===== config.mk =====
export PLATFORM = sky130hd
export DESIGN_NAME = sau_queue
export DESIGN_NICKNAME = d
export VERILOG_FILES = /design/src/design/sau_pkg.sv /design/src/design/sau_queue.sv
export SDC_FILE = /design/constraint.sdc
export NUM_CORES = 1
export LEC_CHECK = 0
export BUFFER_PORTS_ARGS = -buffer_cell sky130_fd_sc_hd__buf_2
export CAP_MARGIN = 20
export CORE_MARGIN = 5
export CORE_UTILIZATION = 40
export DETAILED_ROUTE_END_ITERATION = 7
export GPL_TIMING_DRIVEN = 0
export SLEW_MARGIN = 30
export SYNTH_ARGS = -nofsm -noshare
export SYNTH_HDL_FRONTEND = slang
export SYNTH_SLANG_ARGS = --single-unit

===== constraint.sdc =====
create_clock -name clk -period 2.3 [get_ports clk]
set_clock_uncertainty 0.05 [all_clocks]
set_input_delay 0.46 -clock clk [delete_from_list [all_inputs] [get_ports clk]]
set_output_delay 0.46 -clock clk [all_outputs]
set_load 0.02 [all_outputs]

===== src/design/sau_pkg.sv =====
// package for the stack arithmetic unit: transaction types and codes
`default_nettype none
package sau_pkg;
  typedef enum logic [2:0] {
    OP_PUSH = 3'd0,
    OP_SUB  = 3'd1,
    OP_DIV  = 3'd2,
    OP_MUL  = 3'd3,
    OP_REM  = 3'd4
  } op_t;

  localparam logic [1:0] ST_OK      = 2'd0;
  localparam logic [1:0] ST_SHORT   = 2'd1;
  localparam logic [1:0] ST_DIVZERO = 2'd2;
  localparam logic [1:0] ST_FULL    = 2'd3;

  localparam int DATA_W  = 32;
  localparam int COUNT_W = 7;

  typedef struct packed {
    logic [2:0]        operation;
    logic signed [31:0] push_value;
  } in_item_t;

  typedef struct packed {
    logic [1:0]         status;
    logic signed [31:0] top_value;
    logic [6:0]         entry_count;
    logic               failed;
  } out_item_t;

  typedef enum logic [2:0] {
    S_IDLE,
    S_READ,
    S_WAIT,
    S_DIV,
    S_MUL,
    S_WRITE,
    S_OUT
  } exec_state_t;
endpackage
`default_nettype wire


===== src/design/sau_queue.sv =====
// two-entry queue between the unit's input port and the execution engine
`default_nettype none
module sau_queue (
  input  wire logic              clk,
  input  wire logic              rst,
  input  wire logic              in_valid,
  output logic                   in_stall,
  input  wire sau_pkg::in_item_t in_data,
  output logic                   out_valid,
  input  wire logic              out_take,
  output sau_pkg::in_item_t      out_data
);
  import sau_pkg::*;

  in_item_t   slot [2];
  logic       wr_ptr;
  logic       rd_ptr;
  logic [1:0] fill;
  logic       push;
  logic       pop;

  assign in_stall  = (fill == 2'd2);
  assign out_valid = (fill != 2'd0);
  assign out_data  = slot[rd_ptr];
  assign push      = in_valid && !in_stall;
  assign pop       = out_valid && out_take;

  always_ff @(posedge clk) begin
    if (rst) begin
      wr_ptr <= 1'b0;
      rd_ptr <= 1'b0;
      fill   <= 2'd0;
    end else begin
      if (push) wr_ptr <= !wr_ptr;
      if (pop) rd_ptr <= !rd_ptr;
      fill <= fill + {1'b0, push} - {1'b0, pop};
    end
  end

  always_ff @(posedge clk) begin
    if (push) slot[wr_ptr] <= in_data;
  end

  a_no_overflow: assert property (@(posedge clk) disable iff (rst)
    fill == 2'd2 |-> !(fill == 2'd0))
    else $error("queue fill inconsistent");
  a_fill_range: assert property (@(posedge clk) disable iff (rst)
    fill != 2'd3)
    else $error("queue overfilled");
  a_pop_moves: assert property (@(posedge clk) disable iff (rst)
    pop && !push |=> fill == $past(fill) - 2'd1)
    else $error("queue pop lost");
endmodule
`default_nettype wire


==> results of run 1 <==
cells in the final DEF, fill, tap and decap left out:
cell | Yosys | layout
a21oi_1 | 1 | 1
and3_2 | 1 | 1
buf_16 | 0 | 1
buf_2 | 1 | 76
buf_4 | 3 | 3
bufinv_16 | 0 | 2
clkbuf_1 | 0 | 2
clkbuf_8 | 0 | 9
clkinv_2 | 0 | 2
clkinvlp_4 | 0 | 1
dfxtp_1 | 5 | 5
edfxtp_1 | 70 | 70
ha_1 | 2 | 2
inv_1 | 3 | 2
inv_2 | 1 | 2
mux2_2 | 35 | 35
nand2_1 | 1 | 1
nand2b_2 | 1 | 1
nor2_1 | 3 | 3
nor2b_1 | 1 | 1
o21a_1 | 1 | 1
o21ai_0 | 1 | 1
or2_2 | 1 | 1
or3_1 | 1 | 1
xnor2_1 | 2 | 2
xor2_1 | 1 | 1
cell families (layout without fill, tap and decap cells):
| group | count (synthesis) | count (layout) | synth area share (%) |
|---|---|---|---|
| buf+inv | 8 | 100 | 1.54 |
| mux | 35 | 35 | 14.3 |
| xor+xnor | 3 | 3 | 0.953 |
| flops | 75 | 75 | 79.9 |
| fa+ha+maj | 2 | 2 | 0.907 |
| simple gates | 9 | 9 | 1.82 |
| compound gates | 3 | 3 | 0.635 |
worst max-delay path, delay by kind of cell (launching register included):
family,cells,cell delay (ns)
buffers and inverters,3,0.62
muxes,1,0.35
DFF,1,0.30
state kept, by name (all words and copies together) (netlist names), named ones only:
| name | cells |
|---|---|
| slot | 70 |
| fill | 2 |
| rd_ptr | 1 |
| wr_ptr | 1 |
power breakdown:
| part | switching (mW) | leakage (nW) | internal, mW | total, mW |
|---|---|---|---|---|
| combinational | 0.614 | 0.539 | 0.451 | 1.06 |
| clock | 0.450 | 0.103 | 0.608 | 1.06 |
| sequential | 0.0442 | 0.695 | 1.70 | 1.74 |
| total | 1.11 | 1.34 | 2.75 | 3.86 |
through the flow:
| step | util (%) | setup slack (ns) | cells |
|---|---|---|---|
| 2_1_floorplan | - | 0.289 | 135 |
| 3_3_place_gp | 47.9 | -0.282 | 290 |
| 3_5_place_dp | 48.3 | 0.341 | 291 |
| 4_1_cts | 51.4 | 0.143 | 307 |
| 5_1_grt | 51.4 | 0.0932 | 307 |
| 6_report | 51.4 | 0.196 | 307 |
routing by layer:
metal	track usage (%)	part of all wire (%)	up-vias
li1	-	-	691
met3	3.86	5.2	6
met2	18.5	51	39
met1	14.1	43	683
met4	5.86	1.2	0
met5	0	0	-
cell type report:
cell class	instances	share of cell area (%)
timing repair buffer	76	11.6
inverter	4	0.433
clock buffer	11	3.79
sequential	75	63.5
tap	80	2.88
clock inverter	5	2.24
multi-input combinational	52	14.8
buffer	4	0.793
final timing paths:
path                            slack (ns)  cells past startpoint       start            to
worst max-delay path                  0.20                      4   flip-flop  out_data[24]
worst min-delay path                  0.26                      1  in_data[6]    slot[0][6]
worst max register to register        0.47                      5     fill[0]   slot[0][13]
worst min register to register        0.44                      2      wr_ptr        wr_ptr
==> flow_summary.json, run 1 <==
{
  "grt_max_degree": 36,
  "path_clk_slew_ns": 0.08,
  "numCtsBuffers": 9,
  "post_cts_buffers": 0,
  "final_area_um2": 3470,
  "critPathLaunchType": "flip-flop",
  "grt_pass1_wl_um": 7470,
  "ys.flop_type": "edfxtp_1",
  "grt_pass1_vias": 1473,
  "cts_sinks": 75,
  "syn_area_um2": 2760,
  "path_cells": "buf_2 -> buf_4 -> mux2_2 -> buf_2",
  "nFillCells": 586,
  "cts_hold_buf": 0,
  "period_share_pct": 91.5,
  "tightest_slew_ns": 0.888,
  "via_count": 1419,
  "async_flop_share_pct": 0,
  "path_max_fanout": 10,
  "slew_violations": 0,
  "syn_inst": 135,
  "worstSetupPathType": "reg2out",
  "cts-root-buf": "clkbuf_8",
  "dieArea_um2": 8650,
  "finalSetupViolCount": 0,
  "min_period_ns": 2.10,
  "yosys.area.top_type": "edfxtp_1",
  "insertion_delay_ns": 0.33,
  "critPathSlowestCell": "mux2_2",
  "rsz0062_at_grt": "false",
  "synth_edf_count": 70,
  "synth_cell_types": 20,
  "synth_area_leaders": "edfxtp_1 76%, mux2_2 14%, dfxtp_1 3.6%",
  "globalRouteOverflowTotal": 0,
  "antenna_found_initial": 0,
  "hpwlAfterDp_um": 3160,
  "rows": 30,
  "ys_ff_latch": 75,
  "ant_nets": 0,
  "synthTopCellsByCount": "70 x edfxtp_1, 35 x mux2_2, 5 x dfxtp_1",
  "relSlewSlack_pct": 40.8,
  "synth_seq_area_share_pct": 79.9,
  "cts_max_path_buffers": 2,
  "p_leak_nw": 1.34,
  "drive_gt1_share_pct": 59.0,
  "cpMostUsedCell": "buf_2",
  "powerDensity_nw_per_um2": 1110,
  "io_buffer_count": 75,
  "vias_per_cell": 4.62,
  "die_height_um": 93.0,
  "yosysTopAreaCellShare_pct": 76.2,
  "tns_ns": 0,
  "gp_congestion": 0.671,
  "grt_util_all_layers_pct": 11.6,
  "synthToLayoutAreaGrowth_pct": 25.8,
  "ios": 76,
  "critical_path.max_stage_delay_ns": 0.35,
  "outcome": "finished clean",
  "power_mw": 3.86,
  "htreeDepth": 3,
  "arrival_ns": 1.59,
  "drt_iter0_drc": 39,
  "die_x_um": 93.0,
  "placed_area_um2": 3260,
  "nNetsFinal": 263,
  "floorplan.initialDensity_pct": 40.8,
  "hold_viol": 0,
  "cp.required_ns": 1.79,
  "cp-end-kind": "primary output",
  "multi_input_area_um2": 513,
  "diodes": 0,
  "drtPass1Iterations": 4,
  "yosysMostFrequentCell": "edfxtp_1",
  "drt-wirelength-per-cell_um": 15.3,
  "ir_drop_mv": 0.481,
  "worstHoldPathType": "in2reg",
  "seqCellArea_um2": 2200,
  "syn_avg_cell_area_um2": 20.4,
  "hold_slack_ns": 0.262,
  "synth_fp_nets": 176,
  "ctsResizeCount": 0,
  "drv_cap": 0,
  "drc": 0,
  "yosysWarnings": 0,
  "tritoncts": "done",
  "fmax_mhz": 475,
  "wirelength_um": 4710,
  "core_um2": 6760
}
Power figures use the tool's default switching activity.
==> inputs of run 2 (changes only) <==
--- a/config.mk
+++ b/config.mk
@@ -11,6 +11,7 @@
 export CORE_UTILIZATION = 40
 export DETAILED_ROUTE_END_ITERATION = 7
 export GPL_TIMING_DRIVEN = 0
+export HOLD_SLACK_MARGIN = 0.08
 export SLEW_MARGIN = 30
 export SYNTH_ARGS = -nofsm -noshare
 export SYNTH_HDL_FRONTEND = slang
==> constraint.sdc (replaced) <==
create_clock -name clk -period 2.3 [get_ports clk]
set_clock_uncertainty 0.05 [all_clocks]
set_input_delay 0.115 -clock clk [delete_from_list [all_inputs] [get_ports clk]]
set_output_delay 0.115 -clock clk [all_outputs]
set_load 0.02 [all_outputs]
==> flow_summary.json, run 2 (synthesis results as in run 1) <==
{
  "outcome": "finished clean",
  "drc": 0,
  "mostFrequentLayoutCell": "buf_2",
  "grt_use_met2_pct": 19.4,
  "drv_cap": 0,
  "power_mw": 3.91,
  "core_um2": 6760,
  "cts_sinks": 75,
  "cts_max_path_buffers": 2,
  "ios": 76,
  "globalRouteOverflowTotal": 0,
  "ctsResizeCount": 0,
  "period_share_pct": 79.2,
  "vias_per_cell": 4.48,
  "diodes": 0,
  "wirelength_um": 4970,
  "holdPathEnd": "wr_ptr",
  "grt_util_all_layers_pct": 12.0,
  "cp.required_ns": 2.29,
  "tightest_slew_ns": 0.849,
  "seqCellArea_um2": 2200,
  "p_leak_nw": 1.49,
  "reg.largest.list": "slot (70), fill (2)",
  "antenna_found_initial": 0,
  "grt_pass1_vias": 1620,
  "insertion_delay_ns": 0.33,
  "nFillCells": 551,
  "worstHoldPathType": "in2reg",
  "whs_path_depth": 4,
  "drive_gt1_share_pct": 51.0,
  "cp-end-kind": "flip-flop",
  "path_max_fanout": 19,
  "synthToLayoutAreaGrowth_pct": 38.9,
  "die_height_um": 93.0,
  "critPathLaunchType": "flip-flop",
  "grt_pass1_wl_um": 7800,
  "ff2ff_path_depth": 5,
  "cts_hold_buf": 36,
  "nNetsFinal": 299,
  "hold_viol": 0,
  "rows": 30,
  "cts-root-buf": "clkbuf_8",
  "placed_area_um2": 3260,
  "htreeDepth": 3,
  "via_count": 1535,
  "regMostFlops": "slot",
  "r2r-end": "slot[0][4]",
  "drt-wirelength-per-cell_um": 14.5,
  "reg2reg_from": "fill[0]",
  "grt_max_degree": 36,
  "grt.busiest_layer": "met2",
  "final_area_um2": 3830,
  "min_period_ns": 1.82,
  "multi_input_area_um2": 513,
  "final_cells": 343,
  "numCtsBuffers": 9,
  "fmax_mhz": 549,
  "r2r_slack_ns": 0.48,
  "ant_nets": 0,
  "slew_violations": 0,
  "ir_drop_mv": 0.487,
  "drt_iter0_drc": 45,
  "final_cell_mix": "76 x buf_2, 70 x edfxtp_1, 36 x dlygate4sd3_1, 35 x mux2_2, 9 x clkbuf_8",
  "powerDensity_nw_per_um2": 1020,
  "arrival_ns": 1.81,
  "relSlewSlack_pct": 43.4,
  "rsz0062_at_grt": "false",
  "largest_register_ffs": 70,
  "grt_use_met1_pct": 14.6,
  "drtPass1Iterations": 4,
  "hpwlAfterDp_um": 3160,
  "dieArea_um2": 8650,
  "tritoncts": "done",
  "path_clk_slew_ns": 0.07,
  "gp_congestion": 0.671,
  "worstSetupPathType": "reg2reg",
  "use_met3_pct": 3.46,
  "post_cts_buffers": 0,
  "floorplan.initialDensity_pct": 40.8,
  "min-delay-start": "in_valid",
  "dp_cells": 291,
  "io_buffer_count": 75,
  "finalSetupViolCount": 0,
  "die_x_um": 93.0
}
[run 2: cell count changes in the layout (fill, tap and decap cells not counted), sizes merged]
cell and change:
dlygate4sd3 +36
[run 2: through the flow]
step | hold slack, ns | worst slack [ns] | setup TNS, ns | util [%]
after floorplan | 0.134 | 0.289 | 0 | -
after global placement | 0.254 | -0.184 | -6.41 | 47.9
after detailed placement | 0.256 | 0.451 | 0 | 48.3
after CTS | 0.123 | 0.439 | 0 | 56.7
after global routing | 0.157 | 0.360 | 0 | 56.7
final | 0.136 | 0.479 | 0 | 56.7
[run 2: report_power, final]
part | internal [mW] | leakage (nW) | switching [mW] | total (mW)
logic | 0.491 | 0.689 | 0.624 | 1.11
clock network | 0.608 | 0.103 | 0.446 | 1.05
registers | 1.70 | 0.695 | 0.0449 | 1.74
[run 2: worst max path at each step]
stage          startpoint         end  depth (start not counted)
6_report          fill[0]  slot[0][4]                          5
5_1_grt           fill[0]  slot[0][2]                          5
4_1_cts           fill[0]  slot[0][9]                          5
3_5_place_dp      fill[0]  slot[0][6]                          5
3_3_place_gp      fill[0]  slot[0][6]                          4
2_1_floorplan     fill[0]  slot[0][0]                          4
[run 2: layout make-up]
cell class                      count  share of cell area, %
Buffer                              4                  0.719
Clock buffer                       11                   3.43
Clock inverter                      5                   2.03
Inverter                            4                  0.392
Multi-Input combinational cell     52                   13.4
Sequential cell                    75                   57.5
Tap cell                           80                   2.61
Timing Repair Buffer              112                   19.9
[run 2: metal layers]
layer  wire (µm)  vias up
li1            -      761
met4          56        0
met1        2100      729
met2        2590       39
met3         224        6
met5           0        -
[run 2: critical path, stage by stage, from the launching register on]
cell,delay [ns]
dfxtp_1,0.36
nand2b_2,0.15
inv_2,0.04
or3_1,0.34
inv_2,0.36
buf_16,0.22
==> inputs of run 3 (changes only) <==
--- a/config.mk
+++ b/config.mk
@@ -5,6 +5,7 @@
 export SDC_FILE = /design/constraint.sdc
 export NUM_CORES = 1
 export LEC_CHECK = 0
+export ABC_AREA = 1
 export BUFFER_PORTS_ARGS = -buffer_cell sky130_fd_sc_hd__buf_2
 export CAP_MARGIN = 20
 export CORE_MARGIN = 5
==> constraint.sdc (replaced) <==
create_clock -name clk -period 1.9 [get_ports clk]
set_clock_uncertainty 0.05 [all_clocks]
set_input_delay 0.095 -clock clk [delete_from_list [all_inputs] [get_ports clk]]
set_output_delay 0.095 -clock clk [all_outputs]
set_load 0.02 [all_outputs]
==> flow_summary.json, run 3 <==
{
  "arrival_ns": 1.74,
  "drc": 0,
  "die_x_um": 95.6,
  "reg2reg_from": "fill[0]",
  "rsz0062_at_grt": "false",
  "path_max_fanout": 18,
  "mostFrequentLayoutCell": "buf_2",
  "ff2ff_path_depth": 5,
  "grt_max_degree": 19,
  "yosysMostFrequentCell": "edfxtp_1",
  "via_count": 1631,
  "largest_register_ffs": 70,
  "synth_edf_count": 70,
  "power_mw": 5.19,
  "vias_per_cell": 4.33,
  "synthToLayoutAreaGrowth_pct": 40.1,
  "outcome": "finished clean",
  "crit_start": "fill[0]",
  "io_buffer_count": 75,
  "relSlewSlack_pct": 59.5,
  "core_um2": 7180,
  "p_leak_nw": 1.67,
  "synth_cell_types": 12,
  "drtPass1Iterations": 4,
  "ir_drop_mv": 0.624,
  "synth_fp_nets": 188,
  "cp.required_ns": 1.89,
  "antenna_found_initial": 0,
  "nNetsFinal": 314,
  "wirelength_um": 5310,
  "dieArea_um2": 9130,
  "syn_area_um2": 2930,
  "cts_sinks": 75,
  "synth_seq_area_share_pct": 75.2,
  "period_share_pct": 92.0,
  "reg.largest.list": "slot (70), fill (2)",
  "final_area_um2": 4100,
  "rows": 31,
  "diodes": 0,
  "ctsResizeCount": 0,
  "htreeDepth": 3,
  "tns_ns": 0,
  "hold_viol": 0,
  "ios": 76,
  "drt_iter0_drc": 39,
  "yosysTopAreaCellShare_pct": 71.8,
  "drv_cap": 0,
  "worstSetupPathType": "reg2reg",
  "tightest_slew_ns": 0.606,
  "hold_slack_ns": 0.419,
  "async_flop_share_pct": 0,
  "worstHoldPathType": "in2reg",
  "powerDensity_nw_per_um2": 1260,
  "ys_ff_latch": 75,
  "yosys.area.top_type": "edfxtp_1",
  "final_cell_mix": "75 x buf_2, 70 x edfxtp_1, 38 x dlygate4sd3_1, 30 x mux2_4, 9 x clkbuf_8",
  "whs_path_depth": 3,
  "drt-wirelength-per-cell_um": 14.1,
  "syn_avg_cell_area_um2": 19.9,
  "grt_pass1_wl_um": 8090,
  "slew_violations": 0,
  "drive_gt1_share_pct": 47.5,
  "syn_inst": 147,
  "floorplan.initialDensity_pct": 40.8,
  "insertion_delay_ns": 0.34,
  "ys.flop_type": "edfxtp_1",
  "final_util_pct": 57.2,
  "min-delay-start": "rst",
  "critPathLaunchType": "flip-flop",
  "finalSetupViolCount": 0,
  "grt_pass1_vias": 1723,
  "cp-end-kind": "flip-flop",
  "min_period_ns": 1.75,
  "synth_area_leaders": "edfxtp_1 72%, mux2_4 15%, dfxtp_1 3.4%",
  "hpwlAfterDp_um": 3470,
  "grt_util_all_layers_pct": 12.2,
  "fmax_mhz": 572,
  "globalRouteOverflowTotal": 0,
  "cts_hold_buf": 38,
  "die_height_um": 95.6,
  "placed_area_um2": 3490,
  "cts_max_path_buffers": 2,
  "synthTopCellsByCount": "70 x edfxtp_1, 30 x mux2_4, 9 x inv_1, 9 x nor2_1, 8 x nand2_1",
  "regMostFlops": "slot",
  "yosysWarnings": 0,
  "ant_nets": 0,
  "gp_congestion": 0.724,
  "post_cts_buffers": 0,
  "cts-root-buf": "clkbuf_8",
  "numCtsBuffers": 9,
  "path_clk_slew_ns": 0.07,
  "tritoncts": "done"
}
run 3: cell count changes after synthesis, sizes merged, moves of 2 or more:
cell	before	now
inv	4	9
xnor2	2	0
nand3	0	3
nor2	3	9
nand2	1	8
run 3: cell families after synthesis:
logic type      share of synthesized area [%]
fa+ha+maj                               0.855
simple gates                             2.69
buf+inv                                  3.59
compound gates                          0.342
flops                                    75.2
mux                                      17.3
run 3: report_power, final:
group	total, mW	switching (mW)	leakage [nW]	internal, mW
Sequential	2.17	0.0739	0.695	2.09
Combinational	1.61	0.849	0.855	0.763
Clock	1.41	0.545	0.118	0.864
Total	5.19	1.47	1.67	3.72
run 3: worst max-delay path, stage by stage, from the launching register on:
cell     delay [ns]
dfxtp_1        0.35
inv_1          0.06
nand2_1        0.12
nand2_1        0.13
nor2_4         0.49
buf_16         0.23
run 3: area by class of cell:
class / count / area (µm²)
plain buffers: 4 / 71.3
flip-flops and latches: 75 / 2200
clock buffers: 10 / 128
clock inverters: 6 / 104
fillers: 580 / 3070
well taps: 99 / 124
multi-input cells: 59 / 628
inverters: 9 / 33.8
repair buffers: 115 / 811
run 3: final timing paths:
path / end / slack (ns)
worst min register to register: flip-flop / 0.46
worst min-delay path: fill[0] / 0.42
worst max register to register: slot[0][9] / 0.15
worst max-delay path: slot[0][9] / 0.15
run 3: through the flow:
step / setup slack, ns / cells
detailed placement: 0.126 / 323
floorplan: 0.189 / 147
CTS: 0.115 / 377
global placement: -0.326 / 321
finish: 0.152 / 377
global route: 0.0246 / 377
run 3: routing by layer:
metal	routed length, µm	up-vias	GRT usage, %
met4	108	0	7.46
met1	2140	769	13.6
li1	-	800	-
met5	0	-	0
met3	250	9	2.84
met2	2810	53	20.8
